`config.mk`:
```
export PLATFORM = sky130hd
export DESIGN_NAME = cbt_udiv
export DESIGN_NICKNAME = d
export VERILOG_FILES = /design/src/design/cbt_pkg.sv /design/src/design/cbt_udiv.sv
export SDC_FILE = /design/constraint.sdc
export NUM_CORES = 1
export LEC_CHECK = 0
export BUFFER_PORTS_ARGS = -buffer_cell sky130_fd_sc_hd__buf_2
export CORE_MARGIN = 2
export CORE_UTILIZATION = 60
export CTS_BUF_LIST = sky130_fd_sc_hd__clkbuf_8
export CTS_CLUSTER_DIAMETER = 80
export DETAILED_ROUTE_END_ITERATION = 8
export GPL_ROUTABILITY_DRIVEN = 0
export PLACE_DENSITY = 0.84
export RECOVER_POWER = 25
export SLEW_MARGIN = 20
export SYNTH_ARGS = -nofsm -noshare
export SYNTH_HDL_FRONTEND = slang
export SYNTH_SLANG_ARGS = --single-unit
```
`constraint.sdc`:
```
create_clock -name clk -period 4.7 [get_ports clk]
set_clock_uncertainty 0.2 [all_clocks]
set_input_delay 0.94 -clock clk [delete_from_list [all_inputs] [get_ports clk]]
set_output_delay 0.94 -clock clk [all_outputs]
set_load 0.01 [all_outputs]
```
`src/design/cbt_pkg.sv`:
```
// Shared widths and types for the cubic Bezier tessellator.
// Used by every module of the block; depends on nothing.
`timescale 1ns / 1ps
`default_nettype none
package cbt_pkg;

  localparam int COORD_W = 32;  // Q16.16 coordinate
  localparam int U_W     = 17;  // Q0.16 parameter, 65536 stands for 1.0
  localparam int SQ_W    = 34;  // product of two parameters
  localparam int B_W     = 49;  // Bernstein weight in Q0.48
  localparam int W_W     = 33;  // rounded weight in Q0.32
  localparam int PROD_W  = 66;  // weight times coordinate
  localparam int SUM_W   = 68;  // sum of four lane products
  localparam int RAD_W   = 64;  // radicand of the segment length
  localparam int ROOT_W  = 32;
  localparam int LEN_W   = 32;
  localparam int IDX_W   = 6;
  localparam int CNT_W   = 7;
  localparam int DEN_W   = 6;

  localparam logic [U_W-1:0] U_ONE = 17'h10000;

  typedef logic signed [COORD_W-1:0] coord_t;
  typedef logic [U_W-1:0]            param_t;
  typedef logic [W_W-1:0]            weight_t;
  typedef logic signed [PROD_W-1:0]  prod_t;

endpackage
`default_nettype wire

```
`src/design/cbt_udiv.sv`:
```
// Restoring divider that splits one Q0.16 step of 1.0 over the segment count.
// Depends on cbt_pkg.
`timescale 1ns / 1ps
`default_nettype none
module cbt_udiv (
  input  wire                      clk,
  input  wire                      rst_n,
  input  wire                      start,
  input  wire [cbt_pkg::DEN_W-1:0] den,
  output logic                     done,
  output logic [cbt_pkg::U_W-1:0]  quot,
  output logic [cbt_pkg::DEN_W-1:0] rmd
);
  import cbt_pkg::*;

  logic             busy_r;
  logic             done_r;
  logic [4:0]       cnt_r;
  logic [U_W-1:0]   quot_r;
  logic [DEN_W-1:0] rem_r;
  logic [DEN_W-1:0] den_r;
  logic [DEN_W:0]   trial;
  logic             fits;

  // One quotient bit per cycle, most significant first.
  assign trial = {rem_r, U_ONE[cnt_r]};
  assign fits  = trial >= {1'b0, den_r};

  always_ff @(posedge clk) begin
    if (!rst_n) begin
      busy_r <= 1'b0;
      done_r <= 1'b0;
    end else begin
      done_r <= 1'b0;
      if (start) begin
        busy_r <= 1'b1;
        cnt_r  <= 5'(U_W - 1);
        quot_r <= '0;
        rem_r  <= '0;
        den_r  <= den;
      end else if (busy_r) begin
        if (fits) begin
          rem_r  <= DEN_W'(trial - {1'b0, den_r});
          quot_r <= {quot_r[U_W-2:0], 1'b1};
        end else begin
          rem_r  <= trial[DEN_W-1:0];
          quot_r <= {quot_r[U_W-2:0], 1'b0};
        end
        if (cnt_r == 5'd0) begin
          busy_r <= 1'b0;
          done_r <= 1'b1;
        end else begin
          cnt_r <= cnt_r - 5'd1;
        end
      end
    end
  end

  assign done = done_r;
  assign quot = quot_r;
  assign rmd  = rem_r;

endmodule
`default_nettype wire

```
After elaboration in Yosys (flattened, before gate mapping)

Memory sizes are Yosys's and may differ from the RTL's. A register that Yosys moved wholly into a read port is not among the register bits.
Index checks and enable logic that the tools add are counted.

Flip-flop bits (word level): 36
ROM bits: 32
Input port bits: 9
Output and inout bits: 24
Word-level logic and storage cells: 33
Memories kept: 1

Add/subtract/negate cells: 2
Magnitude comparators: 2
Eq/ne operators: 1
Muxes and demuxes: 13
Bitwise gates (word level): 2
Reductions and logical operators: 6

Memories:

| memory          | depth | bits a word | read ports | clocked after Yosys merged registers in | wr ports | line           | source |
|---|---|---|---|---|---|---|---|
| (no name shown) | 32    | 1           | 1          | 1                                       | 0        | cbt_udiv.sv:26 | `assign trial = {rem_r, U_ONE[cnt_r]};` |

Operators with widths:

| cell                                                                 | count |
|---|---|
| 5-bit two-way mux                                                    | 4 |
| 17-bit two-way mux                                                   | 1 |
| 6-bit two-way mux                                                    | 2 |
| 7-bit by 6-bit greater-or-equal comparator with 1-bit output         | 1 |
| 5-bit by 6-bit < comparator with 1-bit output, second input constant | 1 |
| 1-bit two-way mux                                                    | 6 |
| 6-bit subtractor                                                     | 1 |
| 5-bit zero test                                                      | 1 |
| 5-bit by 1-bit subtractor with 5-bit output, second input constant   | 1 |
| 2-bit AND reduction                                                  | 2 |
| 3-bit AND reduction                                                  | 1 |
| 3-bit OR reduction                                                   | 1 |
| 2-bit != test, second input constant                                 | 1 |
| 1-bit inverter                                                       | 2 |
| 2-bit nonzero test                                                   | 1 |

Depth between registers and ports, before layout

Word-level depth: 5
Depth in mapped cells: 8

Worst setup path after synthesis

OpenSTA, ideal clock, no wires.

Kind: input to register
Start: input port start
End: register, netlist name trial[0]
Library setup time: 121 ps
Arrival time: 2559 ps
Data required time: 4379 ps
Setup slack: 1820 ps
Cell stages on the path: 3
Buffers on the path: 0
Cell sequence: o21a_1 > a21boi_0 > mux2_2

RTL lines:

| what            | line          | source |
|---|---|---|
| start, declared | cbt_udiv.sv:8 | `input wire start,` |

==> reports/qor.yml <==
logic_synthesis:
  syn-cell-area_um2: 1784
  async_flop_share_pct: 0
  synth_nets: 153
  synth_largest_area_cell: "edfxtp_1"
  synth.avg_cell_area_um2: 13.32
  synth_common_cells: "34 x edfxtp_1, 16 x nor2b_1, 11 x inv_1"
  yosysSeqAreaShare_pct: 60.59
  ys_ff_latch: 37
  synth_enable_flop_cells: 34
  synth_top_flop_cell: "edfxtp_1"
  yosysMostFrequentCell: "edfxtp_1"
  synth_warnings: 0
  synth.top_cell.area_share_pct: 57.22
  synth_area_leaders: "edfxtp_1 57%, ha_1 6.3%, nor2b_1 5.6%"
  ys_types: 35
  synth_cells: 134
critical_path:
  timing.rr.start: "rmd[1]"
  crit_start: "start"
  startpoint_type: "primary input"
  worstPathMaxFanout: 31
  cp-endpoint: "trial[0]"
  reg2reg_depth: 6
  arrival_ns: 3.24
  crit_required_ns: 4.67
  regToRegSetupSlack_ns: 2.36
  cp-end-kind: "register"
  worst-setup-path-type: "primary input to register"
  r2r_end: "rmd[5]"
pwr:
  total_power_uw: 740.9
  p_leak_nw: 0.8639
  p_sw_share_pct: 26.09
  comb_power_share_pct: 17.1
  sequentialPowerShare_pct: 54.2
  clock_power_share_pct: 28.7
  power.density_nw_per_um2: 368.3
  intPower_uw: 547.6
  peakVddDrop_v: 0.0003392
  switching_power_uw: 193.3
final_layout:
  drive_gt1_share_pct: 26.51
  fin_cells: 197
  postLayoutCellArea_um2: 2012
  nets: 184
  fin_util_pct: 72.33
  area.growth.synth_to_final_pct: 12.76
  antenna_cells: 0
sta:
  finalHoldViolCount: 0
  worst_slack_ns: 1.435
  finalCritPeriodShare_pct: 69.46
  worst_slew_pin_slew_ns: 1.324
  rsz0062_at_grt: "false"
  setup_viol: 0
  min_period_ns: 3.265
  maxSlewViolCount: 0
  whs_ns: 0.3210
  setup_tns_ns: 0
  relSlewSlack_pct: 11.72
  clock.fmax_ghz: 0.3063
routing:
  final_antenna_net_count: 0
  drc: 0
  post_drt_via_cell_ratio: 5.442
  firstDrtPassIters: 4
  first_iter_violations: 34
  drt_wl_total_um: 2990
  vias: 1072
  wire_per_inst_um: 15.18
clock_tree:
  clkSlewWorstSetupHoldPaths_ns: 0.07
  cts.repair.resized: 0
  max-clock-path-buffers: 2
  cts_buffers: 5
  postCtsSetupBuffers: 0
  cts_tree: "done"
  clock-sinks: 37
  cts_hold_buffers: 0
  cts_max_level: 2
  clk_root_buffer_cell: "clkbuf_8"
  clk_latency_ns: 0.29
global_routing:
  antenna_found_initial: 0
  use_met3_pct: 7.253
  grt_start_max_net_pins: 32
  grt_pass1_wl_um: 5133
  grt_util_met2_pct: 34.51
  gr-usage-met1_pct: 26.05
  grt_pass1_vias: 1096
  overflow: 0
  grt.busiest_layer: "met2"
  grt_usage_pct: 20.85
job:
  max_cap_violations: 0
place:
  hpwl_um: 2122
  placed_cell_area_um2: 1927
  numPortBuffers: 32
  pre_cts_ws_ns: 1.697
  placed_cells: 189
floorplan:
  dieArea_um2: 3426
  rows: 19
  core_area_um2: 2781
  initial_core_util_pct: 64.15
  die_y_um: 58.53
  ios: 33
  die_w_um: 58.53
run_status:
  outcome: "finished clean"
worst_hold_path:
  holdCritPathClass: "register to register"
cell families (layout without fill, tap and decap cells):
family | count (synthesis) | after routing | synth area share [%]
xor gates and xnor gates | 4 | 4 | 1.963
buffers and inverters | 20 | 52 | 5.891
AOI/OAI and AO/OA | 22 | 22 | 9.397
muxes | 3 | 3 | 1.753
DFF | 37 | 37 | 60.59
adders and majority gates | 10 | 10 | 7.434
and+or+nand+nor | 38 | 38 | 12.97
layout make-up:
cell class,instances,area [µm²]
clock buffer,5,68.82
clock inverter,3,17.52
fill,207,769.5
inverter,11,41.29
multi-input combinational,77,598.1
sequential,37,1081
tap,31,38.79
timing repair buffer,33,166.4
power by group through the flow:
stage	clock network, mW	logic (mW)	registers [mW]
after floorplan	0	0.0927	0.410
after global placement	0	0.120	0.407
after detailed placement	0	0.127	0.408
after CTS	0.219	0.128	0.401
after global routing	0.232	0.141	0.405
final	0.213	0.127	0.401
layer usage:
metal,wire [µm],vias up
li1,-,529
met1,1259,512
met2,1576,26
met3,122,5
met4,31,0
met5,0,-
worst max-delay path, stage by stage:
cell	delay [ns]
clkbuf_1	0.94
o21a_1	0.27
a21boi_0	0.66
mux2_2	0.42
flip-flops by register name, summed over array words and instances, names as in the netlist:
name    count
rmd         6
cnt_r       5
den_r       6
busy_r      1
trial       1
quot       17
done        1
worst min-delay path by stage:
stage	cells past startpoint	slack, ns	endpoint	startpoint
6_report	1	0.32	done	busy_r
5_1_grt	1	0.35	done	busy_r
4_1_cts	1	0.33	done	busy_r
3_5_place_dp	1	0.31	done	busy_r
3_3_place_gp	1	0.32	done	busy_r
2_1_floorplan	1	0.29	done	busy_r
cells in the final DEF, fill, tap and decap left out, types with 2 or more instances in the layout:
cell type / Yosys / routed
a211oi_1: 2 / 2
a21boi_0: 2 / 2
a21o_1: 4 / 4
a21oi_1: 3 / 3
buf_2: 0 / 31
clkbuf_8: 0 / 5
dfxtp_1: 3 / 3
edfxtp_1: 34 / 34
ha_1: 9 / 9
inv_1: 11 / 11
mux2i_1: 2 / 2
nor2_1: 10 / 10
nor2b_1: 16 / 16
nor2b_4: 2 / 2
nor3b_1: 2 / 2
o21a_1: 3 / 3
o21ai_0: 2 / 2
xnor2_1: 4 / 4
No activity file was read; power rests on OpenSTA's default activity.
