### config.mk
export PLATFORM = sky130hd
export DESIGN_NAME = cbt_isqrt
export DESIGN_NICKNAME = d
export VERILOG_FILES = /design/src/design/cbt_pkg.sv /design/src/design/cbt_isqrt.sv
export SDC_FILE = /design/constraint.sdc
export NUM_CORES = 1
export LEC_CHECK = 0
export BUFFER_PORTS_ARGS = -buffer_cell sky130_fd_sc_hd__buf_4
export CAP_MARGIN = 15
export CORE_MARGIN = 3
export CORE_UTILIZATION = 30
export CTS_BUF_LIST = sky130_fd_sc_hd__clkbuf_4
export CTS_CLUSTER_SIZE = 10
export DETAILED_ROUTE_END_ITERATION = 7
export SYNTH_ARGS = -nofsm -noshare
export SYNTH_HDL_FRONTEND = slang
export SYNTH_SLANG_ARGS = --single-unit
### constraint.sdc
create_clock -name clk -period 29.1 [get_ports clk]
set_clock_uncertainty 0.15 [all_clocks]
set_input_delay 5.82 -clock clk [delete_from_list [all_inputs] [get_ports clk]]
set_output_delay 5.82 -clock clk [all_outputs]
set_load 0.01 [all_outputs]
### src/design/cbt_pkg.sv
// Shared widths and types for the cubic Bezier tessellator.
// Used by every module of the block; depends on nothing.
`timescale 1ns / 1ps
`default_nettype none
package cbt_pkg;

  localparam int COORD_W = 32;  // Q16.16 coordinate
  localparam int U_W     = 17;  // Q0.16 parameter, 65536 stands for 1.0
  localparam int SQ_W    = 34;  // product of two parameters
  localparam int B_W     = 49;  // Bernstein weight in Q0.48
  localparam int W_W     = 33;  // rounded weight in Q0.32
  localparam int PROD_W  = 66;  // weight times coordinate
  localparam int SUM_W   = 68;  // sum of four lane products
  localparam int RAD_W   = 64;  // radicand of the segment length
  localparam int ROOT_W  = 32;
  localparam int LEN_W   = 32;
  localparam int IDX_W   = 6;
  localparam int CNT_W   = 7;
  localparam int DEN_W   = 6;

  localparam logic [U_W-1:0] U_ONE = 17'h10000;

  typedef logic signed [COORD_W-1:0] coord_t;
  typedef logic [U_W-1:0]            param_t;
  typedef logic [W_W-1:0]            weight_t;
  typedef logic signed [PROD_W-1:0]  prod_t;

endpackage
`default_nettype wire

### src/design/cbt_isqrt.sv
// Bit-by-bit integer square root of a 64-bit radicand, one result bit a cycle.
// Depends on cbt_pkg.
`timescale 1ns / 1ps
`default_nettype none
module cbt_isqrt (
  input  wire                       clk,
  input  wire                       rst_n,
  input  wire                       start,
  input  wire [cbt_pkg::RAD_W-1:0]  rad,
  output logic                      done,
  output logic [cbt_pkg::ROOT_W-1:0] root
);
  import cbt_pkg::*;

  logic             busy_r;
  logic             done_r;
  logic [RAD_W-1:0] num_r;
  logic [RAD_W-1:0] res_r;
  logic [RAD_W-1:0] bit_r;
  logic [RAD_W-1:0] trial;

  assign trial = res_r + bit_r;

  // Each step settles one bit of the root from the top down.
  always_ff @(posedge clk) begin
    if (!rst_n) begin
      busy_r <= 1'b0;
      done_r <= 1'b0;
    end else begin
      done_r <= 1'b0;
      if (start) begin
        busy_r <= 1'b1;
        num_r  <= rad;
        res_r  <= '0;
        bit_r  <= {2'b01, {(RAD_W-2){1'b0}}};
      end else if (busy_r) begin
        if (num_r >= trial) begin
          num_r <= num_r - trial;
          res_r <= (res_r >> 1) + bit_r;
        end else begin
          res_r <= res_r >> 1;
        end
        bit_r <= bit_r >> 2;
        if (bit_r[0]) begin
          busy_r <= 1'b0;
          done_r <= 1'b1;
        end
      end
    end
  end

  assign done = done_r;
  assign root = res_r[ROOT_W-1:0];

endmodule
`default_nettype wire

# Word level (Yosys, flattened, before mapping)

Index checks and enable logic that the tools add are counted.
W data, S select, Z words.

Output and inout port bits: 33
Memories: 0
Latch bits: 0
Logic and storage cells: 26
Register bits: 162
Memory bits (read-only): 0
Memory bits (writable): 0

Bitwise logic cells: 2
Div/mod/pow operators: 0
Multipliers: 0
Shift operators: 0
Reductions and logical operators: 5
Magnitude comparators: 1
Muxes and demuxes: 10
Equal/unequal tests: 0
$add $sub $neg: 3

Operators by type and width:

| kind               | number |
|---|---|
| $mux W64           | 5 |
| $add A63 B63 Y64   | 1 |
| $add A64 B63 Y64   | 1 |
| $ge A64 B64 Y1     | 1 |
| $sub A64 B64 Y64   | 1 |
| $mux W63           | 1 |
| $mux W1            | 4 |
| $reduce_bool A2 Y1 | 2 |
| $reduce_and A3 Y1  | 1 |
| $reduce_or A3 Y1   | 1 |
| $not A1 Y1         | 2 |
| $reduce_and A2 Y1  | 1 |

# Logic depth before layout (Yosys ltp)

Depth after elaboration: 5
Mapped depth: 25
Gate-level depth less buffers: 21

# Worst setup path before layout

OpenSTA, ideal clock, no wires.

Path kind: input to register
From: input port start
To: register num_r[0] (enable)
Arrival: 13.431 ns
Data required time: 28.367 ns
Path slack: 14.936 ns
Cell stages on the path: 4
Cells stage by stage: clkbuf_1 -> clkbuf_1 -> o21a_1 -> a21boi_0

Cells in the longest elaborated chain, start to end: 2
Elaborated cells on any way between the ends: 3
Classes of those cells: reduce/logical (3)

RTL lines:

| element                                | RTL line        | text |
|---|---|---|
| from (decl)                            | cbt_isqrt.sv:8  | `input wire start,` |
| $reduce_bool A2 Y1 (no source line)    | n/a             |  |
| $reduce_and A3 Y1 (no source line) (*) | n/a             |  |
| to (signal assigned)                   | cbt_isqrt.sv:33 | `num_r <= rad;` |
| to (signal assigned)                   | cbt_isqrt.sv:38 | `num_r <= num_r - trial;` |
| to (decl)                              | cbt_isqrt.sv:17 | `logic [RAD_W-1:0] num_r;` |

Every way passes the cells marked *; elsewhere a longest branch is shown, timed or not.
A chain may end at the register's enable or synchronous reset.

# Worst setup path in the final report

From: input port start
To: register num_r[1] (data pin)

Cells in the longest elaborated chain, start to end: 1

RTL lines:

| element  | RTL line        | text |
|---|---|---|
| $mux W64 | cbt_isqrt.sv:31 | `if (start) begin` |

No other way between the ends.

==> run metrics <==
Crit path buffers/inverters=3; Final Setup Violations=0; fin crit share=27.1%; global-route wire length before repair=77.2 mm; Crit. End Element=flop; most frequent cells in the layout=nand2_1, nor2_1, edfxtp_1; WS Path Type=primary input to flop; Slew Viols, Final=0; via count=14598; H-tree Lvls=4; slowest stage cell on the critical path=buf_4; Root Buffer=clkbuf_4; chip width=237 um; PwrDens=around 55 nW/um^2; RSZ-0062 raised after global routing=no; Design Area, Final=17300 um^2; drc violations=0; max_cap viols=0; cts hold-fix bufs=0; sequential element share of the synthesized area=30.4%; Vias/cell=approximately 5.6; Worst-Margin Slew=1030 ps; Ys Warns=0; grt total ovfl=0; total track usage=17.0%; WHS Endpoint=done$_SDFF_PP0_; Synth Cell Area=16000 um^2; commonest non-fill, non-tap cell in the layout=nand2_1; Setup TNS=0 ps; Final Wtd Congestion=0.894; Syn-to-layout area delta=8.69%; nets=2098; CTS tree=done; Post-DP HPWL=37.3 mm; VDD IR max=~0.024 mV; leak pwr=roughly 6.4 nW; initial antenna violation count=1; dpl cells=between 2000 and 3000; Synth Register Bits=162; R2R Setup Slk=21600 ps; Syn Area/Cell=between 8 and 9 um^2; Layout Cells excl Fill=roughly 2600; vias in the first global route=between 10000 and 15000; CP max stage delay=between 700 and 800 ps; post-synth cell types=82; Post-CTS Repair Setup Buffers=0; Core ar.=51900 um^2; Cell Rows=83; CP startpoint kind=primary input; Post-synth EDFFs=160; port buffer count=99; DIE AREA=56000 um^2; layout cells sized above 1=roughly 10%; Pwr Total=between 0.9 and 1 mW; Critical Path RT=about 29000 ps; Post-Place Cell Area=17100 um^2; Critical Path AT=8160 ps; CP cell instances=buf_6 > buf_4 > buf_4 > mux2_2; reg2reg path depth=21; Post-synth top flop=edfxtp_1; largest net degree at the start of global routing=77; Worst-Skew Late Latency=650 ps; r2r startpoint=bit_r[0]$_SDFFCE_PP0P_; Die H=237 um; Slew HR=a little under a third; cell mode on critical path=buf_4; per-cell routed wire length=18.8 um; clk sinks=162; CTS Buf Count=17; CTS Buffer Depth=2; PostCTS Resize Cnt=0; Hold Slack=328 ps; Max Fclk=0.127 GHz; Top Family by Delay on Critical Path=buffers and inverters; WHS Path Cells=1; hold crit path type=flop to flop; drt first pass iters=6; crit-path max FO=74; Tmin final=roughly 7900 ps; io pins=100; asr flop ratio synth=0%; Antenna Nets Post-Route=0; status=finished, final reports clean; Hold Crit Start=busy_r$_SDFF_PN0_; Routed Wire Length=48.8 mm; 1st-iter DRT viols=1055; Clock Pin Slew Worst Setup and Hold Paths=170 ps; RR Endpoint=num_r[17]$_DFFE_PP_; Initial Util=30.7%; Synthesized Nets=2085; Final Hold Viols=0; Syn Inst Count=1887
-- cell usage after synthesis (all sizes together), types with 41 or more instances --
| master | count | area [um^2] |
|---|---|---|
| o21bai | 48 | 360 |
| clkbuf | 69 | 259 |
| nor3 | 42 | 210 |
| nand2 | 206 | 773 |
| xnor2 | 69 | 604 |
| nor2 | 170 | 643 |
| a21o | 45 | 338 |
| xor2 | 90 | 788 |
| buf | 46 | 339 |
| ha | 130 | 1630 |
| a21oi | 119 | 607 |
| nand4 | 48 | 300 |
| nor2b | 49 | 307 |
| edfxtp | 160 | 4800 |
| a31oi | 59 | 369 |
| a211oi | 41 | 403 |
| o21ai | 161 | 806 |
-- stage by stage --
step                      worst slack (ps)  utilization [%]
after floorplan                      14940                -
after global placement               20530             32.8
after detailed placement             20530             32.8
after CTS                            21250             33.4
after global routing                 21050             33.4
final                                21220             33.4
-- worst max path at each step --
stage,slack [ps],cells past startpoint,endpoint,startpoint
after detailed placement,20530,4,num_r[1]$_DFFE_PP_,start
final,21220,4,num_r[1]$_DFFE_PP_,start
after CTS,21250,4,num_r[1]$_DFFE_PP_,start
after floorplan,14940,4,num_r[0]$_DFFE_PP_,start
after global routing,21050,21,num_r[17]$_DFFE_PP_,bit_r[0]$_SDFFCE_PP0P_
after global placement,20530,4,num_r[1]$_DFFE_PP_,start
-- metal layers --
layer | vias up | wire length [um] | global-route usage (%) | share of wire, %
li1 | 7061 | - | - | -
met2 | 450 | 23600 | 29.2 | 48
met1 | 7045 | 21900 | 22.3 | 45
met5 | - | 0 | 0 | 0
met4 | 0 | 573 | 3.56 | 1.2
met3 | 42 | 2780 | 2.80 | 5.7
-- kinds of logic (layout without fill, tap and decap cells) --
kind of cell | Yosys count | in the layout | share of synthesized area [%]
mux | 5 | 5 | 0.345
flops | 162 | 162 | 30.4
other cells | 0 | 3 | 0
compound gates | 617 | 617 | 26.0
simple gates | 658 | 658 | 19.6
fa+ha+maj | 131 | 131 | 10.3
buf+inv | 155 | 181 | 4.69
xor+xnor | 159 | 159 | 8.72
-- power by group --
group          total [mW]  internal, mW  switching (mW)
registers           0.323         0.295          0.0280
logic               0.484         0.190           0.295
clock network       0.153        0.0535          0.0992
total               0.960         0.538           0.422
-- final cells by class --
type | instances | area [um^2]
diodes | 3 | 7.51
clock buffers | 18 | 135
clock inverters | 14 | 150
fillers | 5475 | 34600
inverters | 40 | 150
multi-input cells | 1570 | 10400
flip-flops and latches | 162 | 4840
well taps | 680 | 851
repair buffers | 109 | 822
-- registers in the layout, summed over array words and instances (netlist names) --
register / flops
res_r: 64
num_r: 64
done: 1
bit_r: 32
busy_r: 1
-- worst reg2reg max path, cell delays in order, from the launching register on --
cell       delay [ps]
edfxtp_1          610
ha_1              250
ha_1              220
a211oi_2          110
o31ai_1           460
nor4b_1           430
or3_1             300
o31a_1            260
o2111ai_2         170
a21oi_1           370
nor2_1            170
xor2_1            230
ha_1              430
nand2_1           160
nor3_1            360
nand4_1           300
a2111oi_4         380
buf_4             410
nor2_2             90
buf_4             260
a21boi_4          200
buf_4             730
No activity file was read; power rests on OpenSTA's default activity.
